`src/hw/rtl/ssl_pkg.sv`:
```
// Shared types, constants and saturation helpers for the soft spring link solver.
`timescale 1ns / 1ps
`default_nettype none

package ssl_pkg;

    // Default number of fraction bits of the fixed point format.
    localparam int FRAC_BITS_DEF = 16;

    // Number of two-bit steps of the square root unit.
    localparam int SQ_ITER = 32;

    // Request codes.
    localparam logic [1:0] REQ_PRESTEP = 2'd0;
    localparam logic [1:0] REQ_SUBSTEP = 2'd1;
    localparam logic [1:0] REQ_RECOMP  = 2'd2;

    // Configuration register indexes.
    localparam logic [2:0] REG_TIME_STEP = 3'd0;
    localparam logic [2:0] REG_STIFFNESS = 3'd1;
    localparam logic [2:0] REG_DAMPING   = 3'd2;
    localparam logic [2:0] REG_INV_MASS_A = 3'd3;
    localparam logic [2:0] REG_INV_MASS_B = 3'd4;
    localparam logic [2:0] REG_REST_LEN  = 3'd5;
    localparam logic [2:0] REG_FIXED     = 3'd6;

    // Configuration reset values.
    localparam logic [30:0] RST_TIME_STEP = 31'd1092;
    localparam logic [30:0] RST_ONE       = 31'd65536;

    // Signed 32-bit limits.
    localparam logic signed [31:0] S32_MAX = 32'sh7fff_ffff;
    localparam logic signed [31:0] S32_MIN = 32'sh8000_0000;

    // Status of an iterative arithmetic unit.
    typedef struct packed {
        logic busy;
        logic done;
    } ssl_unit_sts_t;

    // Sequencer states.
    typedef enum logic [5:0] {
        ST_IDLE,
        ST_RC_IM, ST_RC_M, ST_RC_MW, ST_RC_W0, ST_RC_W1, ST_RC_WW,
        ST_RC_D0, ST_RC_D1, ST_RC_D2, ST_RC_D3, ST_RC_D4, ST_RC_GW,
        ST_RC_E0, ST_RC_EW,
        ST_PS_DIFF, ST_PS_SQ0, ST_PS_SQ1, ST_PS_SQ2, ST_PS_SQW,
        ST_PS_DX, ST_PS_DXW, ST_PS_DY, ST_PS_DYW,
        ST_PS_B0, ST_PS_B1, ST_PS_B2, ST_PS_B3, ST_PS_B4, ST_PS_B5,
        ST_SS_DIFF, ST_SS_0, ST_SS_1, ST_SS_2, ST_SS_3, ST_SS_4,
        ST_AP0, ST_AP1, ST_AP2, ST_AP3, ST_AP4, ST_AP5, ST_AP6,
        ST_FIN
    } ssl_state_t;

    // Saturate a 64-bit signed value to the signed 32-bit range.
    function automatic logic signed [31:0] sat32(input logic signed [63:0] v);
        logic signed [31:0] r;
        if (v > 64'sd2147483647) r = S32_MAX;
        else if (v < -64'sd2147483648) r = S32_MIN;
        else r = v[31:0];
        return r;
    endfunction

    // Sign extend a 32-bit value to 64 bits.
    function automatic logic signed [63:0] sext64(input logic signed [31:0] a);
        return {{32{a[31]}}, a};
    endfunction

    // Zero extend a 32-bit unsigned value to a signed 64-bit value.
    function automatic logic signed [63:0] zext64(input logic [31:0] a);
        return $signed({32'd0, a});
    endfunction

endpackage

`default_nettype wire

```
`src/hw/rtl/ssl_sqrt.sv`:
```
// Integer square root of a 64-bit value, two radicand bits per cycle.
`timescale 1ns / 1ps
`default_nettype none

module ssl_sqrt (
    input  wire logic                   clk,
    input  wire logic                   rst_n,
    input  wire logic                   start,
    input  wire logic [63:0]            radicand,
    output logic [31:0]                 root,
    output ssl_pkg::ssl_unit_sts_t      sts
);

    localparam int CW = $clog2(ssl_pkg::SQ_ITER + 1);

    logic [63:0]   rad_reg;
    logic [33:0]   rem_reg;
    logic [31:0]   root_reg;
    logic [CW-1:0] cnt_reg;
    logic          busy_reg;
    logic          done_reg;

    logic [35:0]   rem_sh;
    logic [35:0]   trial;
    logic          ge;
    logic [35:0]   rem_sub;

    // Trial subtraction of the next root bit.
    assign rem_sh  = {rem_reg, rad_reg[63:62]};
    assign trial   = {2'b00, root_reg, 2'b01};
    assign ge      = rem_sh >= trial;
    assign rem_sub = rem_sh - trial;

    // Control of the iteration count.
    always_ff @(posedge clk or negedge rst_n) begin
        if (!rst_n)
        begin
            busy_reg <= 1'b0;
            done_reg <= 1'b0;
            cnt_reg  <= '0;
        end
        else
        begin
            done_reg <= 1'b0;
            if (start)
            begin
                busy_reg <= 1'b1;
                cnt_reg  <= CW'(ssl_pkg::SQ_ITER);
            end
            else if (busy_reg)
            begin
                cnt_reg <= cnt_reg - 1'b1;
                if (cnt_reg == CW'(1))
                begin
                    busy_reg <= 1'b0;
                    done_reg <= 1'b1;
                end
            end
        end
    end

    // Remainder, root and radicand shift registers.
    always_ff @(posedge clk)
    begin
        if (start)
        begin
            rad_reg  <= radicand;
            rem_reg  <= '0;
            root_reg <= '0;
        end
        else if (busy_reg)
        begin
            rad_reg  <= {rad_reg[61:0], 2'b00};
            rem_reg  <= ge ? rem_sub[33:0] : rem_sh[33:0];
            root_reg <= {root_reg[30:0], ge};
        end
    end

    assign root     = root_reg;
    assign sts.busy = busy_reg;
    assign sts.done = done_reg;

endmodule

`default_nettype wire

```
`config.mk`:
```
export PLATFORM = sky130hd
export DESIGN_NAME = ssl_sqrt
export DESIGN_NICKNAME = d
export VERILOG_FILES = /design/src/hw/rtl/ssl_pkg.sv /design/src/hw/rtl/ssl_sqrt.sv
export SDC_FILE = /design/constraint.sdc
export NUM_CORES = 1
export LEC_CHECK = 0
export ABC_CLOCK_PERIOD_IN_PS = 5400
export BUFFER_PORTS_ARGS = -buffer_cell sky130_fd_sc_hd__buf_2
export CAP_MARGIN = 10
export CELL_PAD_IN_SITES_DETAIL_PLACEMENT = 1
export CELL_PAD_IN_SITES_GLOBAL_PLACEMENT = 1
export CORE_ASPECT_RATIO = 0.7
export CORE_UTILIZATION = 30
export DETAILED_ROUTE_END_ITERATION = 8
export PLACE_DENSITY = 0.55
export SLEW_MARGIN = 25
export SYNTH_ARGS = -nofsm -noshare
export SYNTH_HDL_FRONTEND = slang
export SYNTH_SLANG_ARGS = --single-unit
```
`constraint.sdc`:
```
create_clock -name clk -period 5.4 [get_ports clk]
set_input_delay 0.27 -clock clk [delete_from_list [all_inputs] [get_ports clk]]
set_output_delay 0.27 -clock clk [all_outputs]
set_load 0.02 [all_outputs]
```
Yosys cells after proc, flatten, opt, wreduce, memory -nomap -nowiden
Cells that the tools add are included.
{ "totals": {"output_inout_bits": 34, "register_bits": 138, "input_bits": 67, "word_cells": 22} }
{ "op_classes": {"n_mux": 11, "eq_ne": 1, "reduce_logical": 1, "addsub": 2, "magnitude_cmp": 1} }
{ "op_table": {"columns": ["op", "count"], "rows": [
  ["$mux W64", 2],
  ["$ge A36 B34 Y1", 1],
  ["$mux W34", 1],
  ["$sub A34 B34 Y34", 1],
  ["$mux W6", 2],
  ["$eq A6 B1 Y1 const B", 1],
  ["$mux W1", 6],
  ["$sub A6 B1 Y6 const B", 1],
  ["$reduce_bool A2 Y1", 1]
]} }

Longest topological paths before layout
Gate-level depths: netlist of run 1.
{ "logic_depth": {"depth_word": 4, "mapped_depth": 13, "depth_no_buf": 10} }

Worst setup path after synthesis of run 1
Ideal clock, no wire load.
{ "synth_path": {"kind": "register to register", "start": "reg root_reg[7] (netlist: root[7])", "end": "reg rem_reg[20]", "setup_ns": 0.128, "n_path_buf": 1, "path_slack_ns": 2.756, "stages_incl_launch_ff": 12, "t_required_ns": 5.272, "synth_period_minus_slack_ns": 2.644, "arrival_time_ns": 2.516, "path_cell_list": "dfxtp_1 -> inv_1 -> ha_1 -> a21oi_1 -> o211ai_1 -> a41oi_1 -> a21oi_4 -> o211ai_4 -> buf_6 -> mux2_2 -> mux2i_1 -> nor2_1"} }
{ "synth_between": {"elab_chain_cells": 2, "word_cells_on_any_way": 3, "cone_classes": "add/sub (1); order compare (1); mux (1)"} }
{ "synth_rtl": {"columns": ["item", "line", "source"], "rows": [
  ["start: declaration", "ssl_sqrt.sv:18", "logic [31:0] root_reg;"],
  ["start signal: assignment", "ssl_sqrt.sv:75", "root_reg <= {root_reg[30:0], ge};"],
  ["$sub A34 B34 Y34 or $ge A36 B34 Y1 (tied branches)", "ssl_sqrt.sv:32, ssl_sqrt.sv:31", null],
  ["$mux W34 (*)", "ssl_sqrt.sv:74", "rem_reg <= ge ? rem_sub[33:0] : rem_sh[33:0];"],
  ["end signal: assignment", "ssl_sqrt.sv:74", null],
  ["end: declaration", "ssl_sqrt.sv:17", "logic [33:0] rem_reg;"]
]} }
Every way passes the cells marked *; elsewhere a longest branch is shown, timed or not.
A chain may end at the register's enable or synchronous reset.

Worst setup path after layout of run 1
{ "layout_path": {"start": "reg root_reg[7] (netlist: root[7])", "end": "reg rem_reg[1]"} }
{ "layout_between": {"elab_chain_cells": 2} }
{ "layout_rtl": {"columns": ["item", "line", "source"], "rows": [
  ["$ge A36 B34 Y1", "ssl_sqrt.sv:31", "assign ge = rem_sh >= trial;"],
  ["$mux W34", "ssl_sqrt.sv:74", null]
]} }
No other way between the ends.

==> key figures, run 1 <==
Run status
  – Status: completed

Detailed routing
  – Via/cell ratio: 4.87
  – Wl on met1: approximately 11 mm
  – DR WL met3: ~540 um
  – Drt total wl: 20.0 mm
  – Post-route ant nets: 0
  – Top Layer Used: met4
  – Met2 routed WL: 8.13 mm
  – Routed len/inst: 16.8 um
  – Post-route DRC: 0
  – Initial DRC count: ~310
  – Pre-antenna DRT Iters: 4
  – Via count: 5772

STA
  – Achievable frequency: 294 MHz
  – Slew Limit Fails: 0
  – Post-route worst setup slack: about 2 ns
  – Post-layout min period: 3.40 ns
  – Period utilization: 63.0%
  – Rel. slew slack: 40.0%
  – Final Hold Vio Count: 0
  – Hold_ws: 0.119 ns
  – Unrepaired setup endpoints after global routing: no
  – Final setup skew: 0.00962 ns
  – Measured slew at the worst slew-check pin: 0.901 ns
  – TNS Setup: 0 ns
  – Final setup violation count: 0

Logic synthesis
  – Syn Std Cell Area: 7760 sq um
  – Yosys warning count: 0
  – Post-synth top flop: dfxtp_1
  – Seq/Total Area, Yosys: 44.4%
  – Top post-synthesis cells by area: edfxtp_1 25%, dfxtp_1 17%, mux2_2 9.3%
  – Post-synthesis async set-or-reset flop share: 5.80%
  – Distinct cells, synth: 67
  – Seq cells post-synth: 138
  – Mapped Nets: between 800 and 900
  – Dominant cell type by area after synthesis: edfxtp_1
  – Post-synth top area share: 24.8%
  – Average cell area after synthesis: slightly above 10 sq um
  – Synth Instances: 767
  – Post-synth EDFFs: 64

CTS
  – TritonCTS buffer count: 17
  – CTS H-tree depth: 4
  – # clock sinks: 138
  – CTS tree: built
  – Root Driver: clkbuf_16
  – Setup Fix Bufs, Post-CTS: 0
  – Later-pin clock latency in the skew report: 0.44 ns
  – CTS Buffer Depth: 2
  – Post-CTS sizing: 0
  – CTS clk-pin slew, worst paths: approximately 0.060 ns

Cells and area
  – Share of layout cells above drive strength 1: 25.0%
  – Area Growth Syn to Fin: 17.7%
  – Largest register FFs: 64
  – Fillers: 2794
  – Layout Nets: ~950
  – Post-layout util: 36.5%
  – ANT cells: 0

Worst setup path
  – Worst setup SP type: flop
  – CP endpoint kind: flop
  – Worst Path Max Fanout: 28
  – R2R depth: 11
  – WP data arrival: 3.77 ns
  – WS Path Type: flop to flop
  – Reg2Reg Setup Slack: 2.00 ns
  – RR Startpoint: root[7]
  – Reg-to-Reg End: rem_reg[1]
  – Worst setup path end: rem_reg[1]
  – CP startpoint: root[7]
  – Critical Path RT: ~5.8 ns

GRT
  – Largest net degree at the start of global routing: 73
  – Total GRT Usage: 15.4%
  – Initial antenna violation count: 0
  – GRT Residual Overflow: 0
  – Vias in the first global route: about 5800
  – First-pass GRT wire length: approximately 32 mm

Floorplan
  – IO Count: just over 100
  – Initial Util: 31.0%
  – Cell Rows: 48
  – Die height: 137 um
  – Die area: about 27000 sq um
  – Core Region: roughly 25000 sq um
  – Die W: 194 um

Place
  – Routability-driven placement congestion ratio: 0.772
  – DP Worst Slack: around 1.9 ns
  – Port Buffers: 100
  – Post-DP HPWL: roughly 14 mm

Min path
  – HP Class: primary input to flop

Power and ir drop
  – Leakage: 3.93 nW
  – PnR Total Power: 5.29 mW
  – Worst vdd ir: ~0.28 mV
  – PwrDens: 579 nW/um^2

Job
  – Max cap viols: 0
==> placed cells by master (no fill, tap or decap), drive strengths merged, types with 31 or more instances in the layout <==
cell type / count
ha: 36
nor2: 106
dfxtp: 66
buf: 105
mux2: 64
a21oi: 50
inv: 48
nand2: 31
mux2i: 45
edfxtp: 64
==> what timing repair did <==
action	CTS	global route
endpoints found under the setup margin	0	0
endpoints found under the hold margin	8	0
hold buffers	1	0
==> cells in the mapped netlist (all sizes together), types with 9 or more instances <==
cell type  number
nor2          106
dfxtp          66
edfxtp         64
mux2           64
a21oi          50
inv            46
mux2i          45
ha             36
nand2          31
clkbuf         30
a211oi         27
o21ai          25
xnor2          18
buf            14
nand3          10
nand4          10
xor2           10
nor2b           9
==> per-layer routing <==
metal	up-vias	GRT usage [%]
li1	2926	-
met1	2776	23.4
met2	59	21.1
met3	11	3.57
met4	0	4.63
met5	-	0
==> per-stage QoR <==
stage	std cells	instance area (sq um)
after floorplan	767	7760
after global placement	1153	8500
after detailed placement	1153	8500
after CTS	1186	9130
after global routing	1186	9130
final	1186	9130
==> power by group <==
| group | switching, mW | internal, mW |
|---|---|---|
| sequential | 0.126 | 1.30 |
| combinational | 1.50 | 1.10 |
| clock | 0.488 | 0.772 |
==> cell families after synthesis <==
kind of cell / share of synthesized area, %
AOI/OAI and AO/OA: 14.3
xor gates and xnor gates: 3.16
adders and majority gates: 5.81
buffers and inverters: 4.92
DFF: 44.4
muxes: 15.1
and+or+nand+nor: 12.3
==> worst min-delay path by stage <==
stage                 from          to  slack (ns)  cells past startpoint
5_1_grt        radicand[1]  rad_reg[1]        0.11                      2
2_1_floorplan        rst_n    busy_reg       -0.03                      0
3_5_place_dp         rst_n  cnt_reg[4]        0.13                      1
6_report       radicand[1]  rad_reg[1]        0.12                      2
4_1_cts        radicand[1]  rad_reg[1]         0.1                      2
3_3_place_gp         rst_n  cnt_reg[2]        0.14                      1
==> layout make-up <==
cell class / count / area [sq um] / share of cell area (%)
clock buffers: 17 / 425 / 4.66
clock inverters: 15 / 198 / 2.16
inverters: 46 / 173 / 1.89
multi-input cells: 539 / 3930 / 43.1
flip-flops and latches: 138 / 3450 / 37.7
well taps: 325 / 407 / 4.45
repair buffers: 106 / 551 / 6.03
==> worst max-delay path: stages (launching register included) <==
cell and delay, ns:
dfxtp_1 0.37, inv_1 0.06, ha_1 0.37, a21oi_1 0.31
o211ai_1 0.18, a41oi_1 0.36, a21oi_4 0.13, o211ai_4 0.73
buf_4 0.39, mux2i_1 0.22, mux2i_1 0.09, nor2_1 0.11
Power figures use the tool's default switching activity.
==> inputs of run 2 (changes only) <==
--- a/config.mk
+++ b/config.mk
@@ -5,7 +5,8 @@
 export SDC_FILE = /design/constraint.sdc
 export NUM_CORES = 1
 export LEC_CHECK = 0
-export ABC_CLOCK_PERIOD_IN_PS = 5400
+export ABC_AREA = 1
+export ABC_CLOCK_PERIOD_IN_PS = 2700
 export BUFFER_PORTS_ARGS = -buffer_cell sky130_fd_sc_hd__buf_2
 export CAP_MARGIN = 10
 export CELL_PAD_IN_SITES_DETAIL_PLACEMENT = 1
@@ -13,7 +14,7 @@
 export CORE_ASPECT_RATIO = 0.7
 export CORE_UTILIZATION = 30
 export DETAILED_ROUTE_END_ITERATION = 8
-export PLACE_DENSITY = 0.55
+export PLACE_DENSITY = 0.61
 export SLEW_MARGIN = 25
 export SYNTH_ARGS = -nofsm -noshare
 export SYNTH_HDL_FRONTEND = slang
==> constraint.sdc (replaced) <==
create_clock -name clk -period 2.7 [get_ports clk]
set_input_delay 0.135 -clock clk [delete_from_list [all_inputs] [get_ports clk]]
set_output_delay 0.135 -clock clk [all_outputs]
set_load 0.02 [all_outputs]
==> key figures, run 2 <==
Detailed routing
  – Via count: 7819 (+35%)
  – Via/cell ratio: 4.66 (-4.3%)
  – Post-route ant nets: 0 (unchanged)
  – Post-route DRC: 0 (unchanged)
  – Pre-antenna DRT Iters: 5 (+1)
  – Routed len/inst: 16.4 um (-2.8%)
  – Drt total wl: 27.5 mm (+38%)
  – Initial DRC count: 424 (+36%)

STA
  – Rel. slew slack: 43.3% (+3.3 points)
  – Measured slew at the worst slew-check pin: 0.849 ns (-0.0514 ns)
  – Period utilization: 90.3% (+27 points)
  – Final setup violation count: 0 (unchanged)
  – Hold_ws: 0.0164 ns (-0.103 ns)
  – Post-layout min period: 2.44 ns (-0.965 ns)
  – Achievable frequency: 410 MHz (+40%)
  – TNS Setup: 0 ns (unchanged)
  – Slew Limit Fails: 0 (unchanged)
  – Unrepaired setup endpoints after global routing: no
  – Final Hold Vio Count: 0 (unchanged)
  – Final setup skew: 0.00904 ns (-0.000574 ns)
  – Post-route worst setup slack: 0.263 ns (-1.73 ns)

Logic synthesis
  – Yosys warning count: 0 (unchanged)
  – Synth Instances: 1148 (+50%)
  – Top post-synthesis cells by area: nand2_1 24%, edfxtp_1 24%, dfxtp_1 16%
  – Mapped Nets: 1251 (+44%)
  – Average cell area after synthesis: 7.06 sq um (-30%)
  – Distinct cells, synth: 40 (-40%)
  – Most common cell in the synthesized netlist: nand2_1
  – Most instantiated cells after synthesis: 515 x nand2_1, 126 x inv_1, 76 x nor2_1
  – Post-synth top flop: dfxtp_1
  – Dominant cell type by area after synthesis: nand2_1
  – Seq cells post-synth: 138 (unchanged)
  – Post-synth EDFFs: 64 (unchanged)
  – Seq/Total Area, Yosys: 42.5% (-1.9 points)
  – Post-synthesis async set-or-reset flop share: 5.80% (unchanged)
  – Syn Std Cell Area: 8110 sq um (+4.5%)
  – Post-synth top area share: 23.8% (-0.92 points)

Cells and area
  – Fin area: 10200 sq um (+12%)
  – Share of layout cells above drive strength 1: 13.2% (-12 points)
  – Layout Nets: 1411 (+48%)
  – Area Growth Syn to Fin: 26.3%
  – Post-Layout Cell Count: 1678 (+41%)
  – ANT cells: 0 (unchanged)
  – Most frequent cells in the layout: 514 x nand2_1, 125 x inv_1, 100 x buf_2
  – Commonest non-fill, non-tap cell in the layout: nand2_1
  – Post-layout util: 39.2% (+2.7 points)
  – Largest register FFs: 64 (unchanged)

Place
  – DP Worst Slack: 0.234 ns (-1.71 ns)
  – Routability-driven placement congestion ratio: 0.914 (+18%)
  – Placed cell count: 1585 (+37%)
  – Port Buffers: 100 (unchanged)
  – Placed Area: 9010 sq um (+5.9%)
  – Post-DP HPWL: 20.2 mm (+43%)

Power and ir drop
  – PnR Total Power: 11.5 mW (+120%)
  – PwrDens: 1130 nW/um^2 (+94%)
  – Worst vdd ir: 0.456 mV (+66%)
  – Leakage: 5.22 nW (+33%)

Worst setup path
  – Critical Path RT: 3.08 ns (-2.69 ns)
  – CP endpoint kind: flop
  – WP data arrival: 2.81 ns (-0.96 ns)
  – Worst setup SP type: flop
  – WS Path Type: flop to flop
  – Worst Path Max Fanout: 10 (-64%)

Job
  – Max cap viols: 0 (unchanged)

CTS
  – CTS H-tree depth: 4 (unchanged)
  – TritonCTS buffer count: 17 (unchanged)
  – Root Driver: clkbuf_16
  – Later-pin clock latency in the skew report: 0.43 ns (about the same)
  – # clock sinks: 138 (unchanged)
  – CTS tree: built
  – CTS Buffer Depth: 2 (unchanged)
  – CTS clk-pin slew, worst paths: 0.06 ns (about the same)

Run status
  – Status: completed

GRT
  – Total GRT Usage: 20.9% (+5.5 points)
  – First-pass GRT wire length: 44.6 mm (+41%)
  – Vias in the first global route: 8054 (+40%)
  – GRT Residual Overflow: 0 (unchanged)
  – Initial antenna violation count: 0 (unchanged)
  – Largest net degree at the start of global routing: 52 (-29%)

Floorplan
  – IO Count: 101 (unchanged)
  – Die W: 198 um (+2.2%)
  – Initial Util: 31.0% (+0.058 points)
  – Cell Rows: 49 (+2.1%)
  – Die height: 140 um (+2.2%)
  – Core Region: 26100 sq um (+4.3%)
  – Die area: 27700 sq um (+4.4%)

Min path
  – HP Class: primary input to flop
[run 2: cell count changes in the layout (fill, tap and decap cells not counted), moves of 45 or more]
| cell | before | now |
|---|---|---|
| nand3_1 | 10 | 68 |
| mux2_2 | 64 | 0 |
| mux2i_1 | 45 | 0 |
| nand2_1 | 31 | 514 |
| dlygate4sd3_1 | 1 | 61 |
| inv_1 | 45 | 125 |
[run 2: final timing paths]
check	start	endpoint	slack, ns	cells after the start
setup / recovery	root[21]	rem_reg[18]	0.26	14
hold / removal	radicand[36]	rad_reg[36]	0.02	3
setup reg to reg	root[21]	rem_reg[18]	0.26	14
hold reg to reg	rem_reg[33]	rem_reg[33]	0.45	2
max in group asynchronous	rst_n	done_reg	2.44	2
min in group asynchronous	rst_n	cnt_reg[2]	0.08	2
[run 2: power by group]
| group | switching (mW) | total, mW | internal (mW) |
|---|---|---|---|
| registers | 0.222 | 2.78 | 2.56 |
| logic | 4.21 | 6.25 | 2.04 |
| clock network | 0.966 | 2.49 | 1.53 |
[run 2: final cells by class]
type / instances / area, sq um
Fill cell: 3300 / 15900
Multi-Input combinational cell: 846 / 4010
Sequential cell: 138 / 3440
Timing Repair Buffer: 175 / 1230
Inverter: 130 / 490
Clock buffer: 21 / 470
Tap cell: 357 / 447
Clock inverter: 11 / 143
[run 2: repair_timing]
item / CTS / global route
resized for setup: 0 / 2
hold buffers: 61 / 0
setup buffers: 0 / 0
setup endpoints to repair: 0 / 4
hold endpoints to repair: 68 / 0
[run 2: metal layers]
| layer | part of all wire [%] | wire length, um | GRT usage [%] | vias to the layer above |
|---|---|---|---|---|
| li1 | - | - | - | 3978 |
| met1 | 55 | 15200 | 32.3 | 3732 |
| met2 | 40 | 11100 | 29.9 | 97 |
| met3 | 3.4 | 926 | 3.83 | 12 |
| met4 | 0.67 | 185 | 4.01 | 0 |
| met5 | 0 | 0 | 0 | - |
[run 2: kinds of logic after synthesis]
kind of cell / Yosys count / share of synthesized area [%]
adder cells (fa/ha/maj): 36 / 5.56
AO/OA/AOI/OAI: 101 / 7.33
XOR/XNOR: 16 / 1.73
AND/OR/NAND/NOR: 693 / 34.8
flip-flops: 138 / 42.5
buffers and inverters: 164 / 8.15
[run 2: critical path, cell delays in order, from the launching register on]
cell and delay [ns]:
dfxtp_1 0.32, inv_1 0.07, ha_1 0.37, a21oi_1 0.40, nand2_1 0.10, nand2_1 0.08
nand2_2 0.07, nand2_1 0.08, nand3_2 0.08, a21boi_4 0.25, buf_4 0.25, nand3_1 0.10
nand2_1 0.08, nand2_1 0.05, nand2_1 0.06
